### src/rtl/tomq_pkg.sv
`timescale 1ns / 1ps
`default_nettype none
package tomq_pkg;
  localparam int OBJ_BITS = 16;
  localparam int MSG_BITS = 16;
  localparam int OUTL_BITS = 8;
  localparam int OCC_BITS = 7;
  localparam logic ACT_INSERT = 1'b0;
  localparam logic ACT_REMOVE = 1'b1;
  typedef enum logic [1:0] {
    ST_DONE = 2'd0,
    ST_FULL = 2'd1,
    ST_MISS = 2'd2
  } status_t;
endpackage
`default_nettype wire

### src/rtl/tomq_front.sv
`timescale 1ns / 1ps
`default_nettype none
module tomq_front #(
  parameter int STAMP_BITS = 48
) (
  input  wire logic                           clk,
  input  wire logic                           rst,
  input  wire logic                           in_valid,
  output logic                                in_ready,
  input  wire logic                           action,
  input  wire logic [STAMP_BITS-1:0]          stamp,
  input  wire logic [tomq_pkg::OBJ_BITS-1:0]  target_object,
  input  wire logic [tomq_pkg::MSG_BITS-1:0]  message_handle,
  input  wire logic [tomq_pkg::OUTL_BITS-1:0] outlet_number,
  output logic                                cmd_valid,
  input  wire logic                           cmd_ready,
  output logic                                cmd_action,
  output logic [STAMP_BITS-1:0]               cmd_stamp,
  output logic [tomq_pkg::OBJ_BITS-1:0]       cmd_object,
  output logic [tomq_pkg::MSG_BITS-1:0]       cmd_message,
  output logic [tomq_pkg::OUTL_BITS-1:0]      cmd_outlet
);
  // single-entry command buffer
  assign in_ready = !cmd_valid || cmd_ready;
  always_ff @(posedge clk) begin
    if (rst) begin
      cmd_valid <= 1'b0;
    end else if (in_ready) begin
      cmd_valid <= in_valid;
    end
    if (in_ready && in_valid) begin
      cmd_action  <= action;
      cmd_stamp   <= stamp;
      cmd_object  <= target_object;
      cmd_message <= message_handle;
      cmd_outlet  <= outlet_number;
    end
  end
endmodule
`default_nettype wire

### config.mk
export PLATFORM = sky130hd
export DESIGN_NAME = tomq_front
export DESIGN_NICKNAME = d
export VERILOG_FILES = /design/src/rtl/tomq_pkg.sv /design/src/rtl/tomq_front.sv
export SDC_FILE = /design/constraint.sdc
export NUM_CORES = 1
export LEC_CHECK = 0
export BUFFER_PORTS_ARGS = -buffer_cell sky130_fd_sc_hd__clkbuf_2
export CAP_MARGIN = 20
export CORE_UTILIZATION = 40
export CTS_BUF_LIST = sky130_fd_sc_hd__clkbuf_4 sky130_fd_sc_hd__clkbuf_8 sky130_fd_sc_hd__clkbuf_16
export DETAILED_ROUTE_END_ITERATION = 10
export GPL_TIMING_DRIVEN = 0
export PLACE_DENSITY = 0.81
export SYNTH_ARGS = -nofsm -noshare
export SYNTH_HDL_FRONTEND = slang
export SYNTH_SLANG_ARGS = --single-unit
### constraint.sdc
create_clock -name clk -period 2 [get_ports clk]
set_input_delay 0.1 -clock clk [delete_from_list [all_inputs] [get_ports clk]]
set_output_delay 0.1 -clock clk [all_outputs]
set_load 0.005 [all_outputs]
# Word level (Yosys, flattened, before mapping)
# Index checks and enable logic that the tools add are counted.
# word_totals
in_bits,93
output_inout_bits,91
reg_bits,90
# classes
n_reduce_logical,3
# ops
operator,n
$logic_and 1x1->1,1
$logic_not 1->1,1
$logic_or 1x1->1,1

# Depth between registers and ports, before layout
# logic_depth
depth_word,3
depth_mapped,2
depth_no_buf,2

# Worst setup path before layout
# No wires, ideal clock.
# synth_timing
path_kind,reg2reg
startpoint,reg cmd_valid
endpoint,"reg cmd_action, enable pin"
arrival_ns,1.125
setup_time_ns,0.385
n_path_buf,0
period_less_slack_ns,1.510
setup_slack_ns,0.490
stages_incl_launch_ff,3
cell_sequence,dfxtp_1 nand2b_4 and2_4
# synth_between
elab_chain_cells,3
# synth_rtl
item,line_no,source
"start, declared",tomq_front.sv:15,"output logic cmd_valid,"
"start signal, assigned",tomq_front.sv:29,cmd_valid <= in_valid;
$logic_not 1->1,tomq_front.sv:24,assign in_ready = !cmd_valid || cmd_ready;
$logic_or 1x1->1,tomq_front.sv:24,
via in_ready,tomq_front.sv:9,"output logic in_ready,"
$logic_and 1x1->1,tomq_front.sv:31,if (in_ready && in_valid) begin
"end signal, assigned",tomq_front.sv:32,cmd_action <= action;
"end, declared",tomq_front.sv:17,"output logic cmd_action,"
# The timed path passes the listed nets, and every way through them passes these cells.
# A chain may end at the register's enable or synchronous reset.

# Worst setup path in the final report
# layout_timing
startpoint,reg cmd_valid
endpoint,"reg cmd_stamp[4], enable pin"
# layout_between
elab_chain_cells,3
# layout_rtl
item,line_no,source
$logic_not 1->1,tomq_front.sv:24,
$logic_or 1x1->1,tomq_front.sv:24,
$logic_and 1x1->1,tomq_front.sv:31,
"end signal, assigned",tomq_front.sv:33,cmd_stamp <= stamp;
"end, declared",tomq_front.sv:18,"output logic [STAMP_BITS-1:0] cmd_stamp,"
# No other way between the ends.

==> impl_results.md <==
- Post-Syn Instances: 94
- Core Box Area: approximately 6500 um^2
- Initial core utilization: 42.2%
- Vias per cell: 4.45
- Final hold vios: 0
- Final Hold Slack: about 0.47 ns
- Clock Skew: around 0.012 ns
- # H-tree levels: 3
- WL/cell: about 18 um
- DIE HEIGHT: ~85 um
- Post-synthesis cell area: between 2000 and 3000 um^2
- Commonest non-fill, non-tap cells in the layout: 183 x clkbuf_2, 91 x dlygate4sd3_1, 89 x edfxtp_1
- Avg Inst Size Synth: between 20 and 30 um^2
- Post-DP Area: 3740 um^2
- Residual DRC: 6
- Port bufs: about 180
- Worst min path class: in -> reg
- Die Wd: 84.6 um
- Peak VDD IR: 0.000746 V
- Least-Margin Pin Slew: ~1.1 ns
- Pre-CTS setup slack: around 0.28 ns
- First-pass GRT wire length: about 12000 um
- Worst Path Arrival: around 1.7 ns
- WS Path Type: reg -> reg
- Max FO, Critical Path: 89
- Crit path from: cmd_valid
- Commonest non-fill, non-tap cell in the layout: clkbuf_2
- Max-cap violation count: 0
- Layout cell share with drive strength beyond 1: between 50% and 60%
- Postcts setup bufs: 0
- Synthesis Warnings: 0
- Die area: roughly 7200 um^2
- Final WS setup: 0.263 ns
- Pre-Repair DR Iteration Count: 8
- Final setup viols: 0
- Initial antenna violation count: 1
- HPWL Detailed: roughly 4400 um
- Pin count of the biggest net entering global routing: 90
- CTS clk-pin slew, worst paths: approximately 0.10 ns
- Hold Startpoint: stamp[42]
- First DRT Iteration DRCs: ~120
- RePlAce Congestion: roughly 0.7
- Layout filler cell count: between 300 and 400
- Fmax achieved: 576 MHz
- Post-Syn Nets: approximately 190
- Startpoint types: flop
- Seq/Total Area, Yosys: 98.7%
- Finished Cell Area: between 4000 and 5000 um^2
- Fin nets: 472
- Reg-to-reg startpoint: cmd_valid
- Max_slew headroom: roughly 27%
- Via count: between 2000 and 2500
- Pwr dens: between 700 and 800 nW/um^2
- Cts bufs inserted: 9
- Clk Latency, worst-skew pair: 0.35 ns
- Status: complete, but fails checks
- Post-synth cell types: 6
- Rows: 29
- Leakage: roughly 2.1 nW
- I/O pins: between 150 and 200
- Root Driver: clkbuf_8
- RSZ-0062 raised after global routing: no
- Area grow syn2layout: 77.2%
- GRT Total Usage: approximately a quarter
- CTS tree: yes
- Vias in the first global route: about 2300
- Antenna viol nets, final: 0
- Setup TNS: 0 ns
- Period utilization: between 80% and 90%
- Final Slew Violations: 0
- Yosys reg bits: 90
- Crit path time final: roughly 1.7 ns
- Failing checks: DRC
- Clock sinks: 90
- CP Capture Type: flop
- CTS max path bufs: 2
- Drt total wl: 8210 um
- Required @ worst endpoint: between 1.5 and 2 ns
- Grt ovf: 0
synth_stat cells:
cell type  number  area [um^2]
a21oi_2         1         8.76
and2_4          1         8.76
dfxtp_1         1         20.0
edfxtp_1       89         2670
inv_1           1         3.75
nand2b_4        1         13.8
what timing repair did:
| action | 4_1_cts | 5_1_grt |
|---|---|---|
| hold buffers | 91 | 0 |
| resized for setup | 0 | 0 |
| endpoints found under the hold margin | 90 | 0 |
sequential cells by signal, summed over array words and instances (netlist names):
register     flops
cmd_action       1
cmd_message     16
cmd_object      16
cmd_outlet       8
cmd_stamp       48
cmd_valid        1
stage by stage:
stage	std cells	power, mW	utilization [%]
after floorplan	94	2.33	-
after global placement	354	2.52	57.9
after detailed placement	354	2.54	57.9
after CTS	461	3.80	74.8
after global routing	462	3.94	74.9
final	462	3.81	74.9
cell families after synthesis:
kind of cell           after synthesis  share of synthesized area [%]
buffers and inverters                1                          0.137
and+or+nand+nor                      2                          0.826
DFF                                 90                           98.7
AOI/OAI and AO/OA                    1                          0.321
critical path, cell delays in order (launching register included):
cell      delay (ns)
dfxtp_1         0.35
nand2b_4        0.09
and2_4          0.88
layout make-up:
type                       count  area, um^2  share of cell area (%)
tap                           77        96.3                    1.99
multi-input combinational      3        31.3                   0.647
clock buffer                   9         124                    2.56
antenna                        1        2.50                  0.0518
clock inverter                 7        57.6                    1.19
inverter                       1        3.75                  0.0776
timing repair buffer         274        1830                    37.8
sequential                    90        2690                    55.7
metal layers:
metal,up-vias,global-route usage (%),share of wire [%]
met4,0,10.0,2.6
met5,-,0,0
met1,963,23.5,34
met3,22,9.24,8.4
li1,948,-,-
met2,124,43.6,55
worst paths after layout:
check / end / slack (ns) / cells after the start
worst min-delay path: cmd_stamp[42] / 0.47 / 2
worst min register to register: cmd_valid / 1.06 / 3
worst max-delay path: cmd_stamp[4] / 0.26 / 2
worst max register to register: cmd_stamp[4] / 0.26 / 2
report_power, final:
group | switching [mW] | total, mW | internal (mW)
registers | 0.0365 | 2.24 | 2.21
clock network | 0.677 | 1.15 | 0.471
logic | 0.168 | 0.415 | 0.247
total | 0.882 | 3.81 | 2.92
No activity file was read; power rests on OpenSTA's default activity.
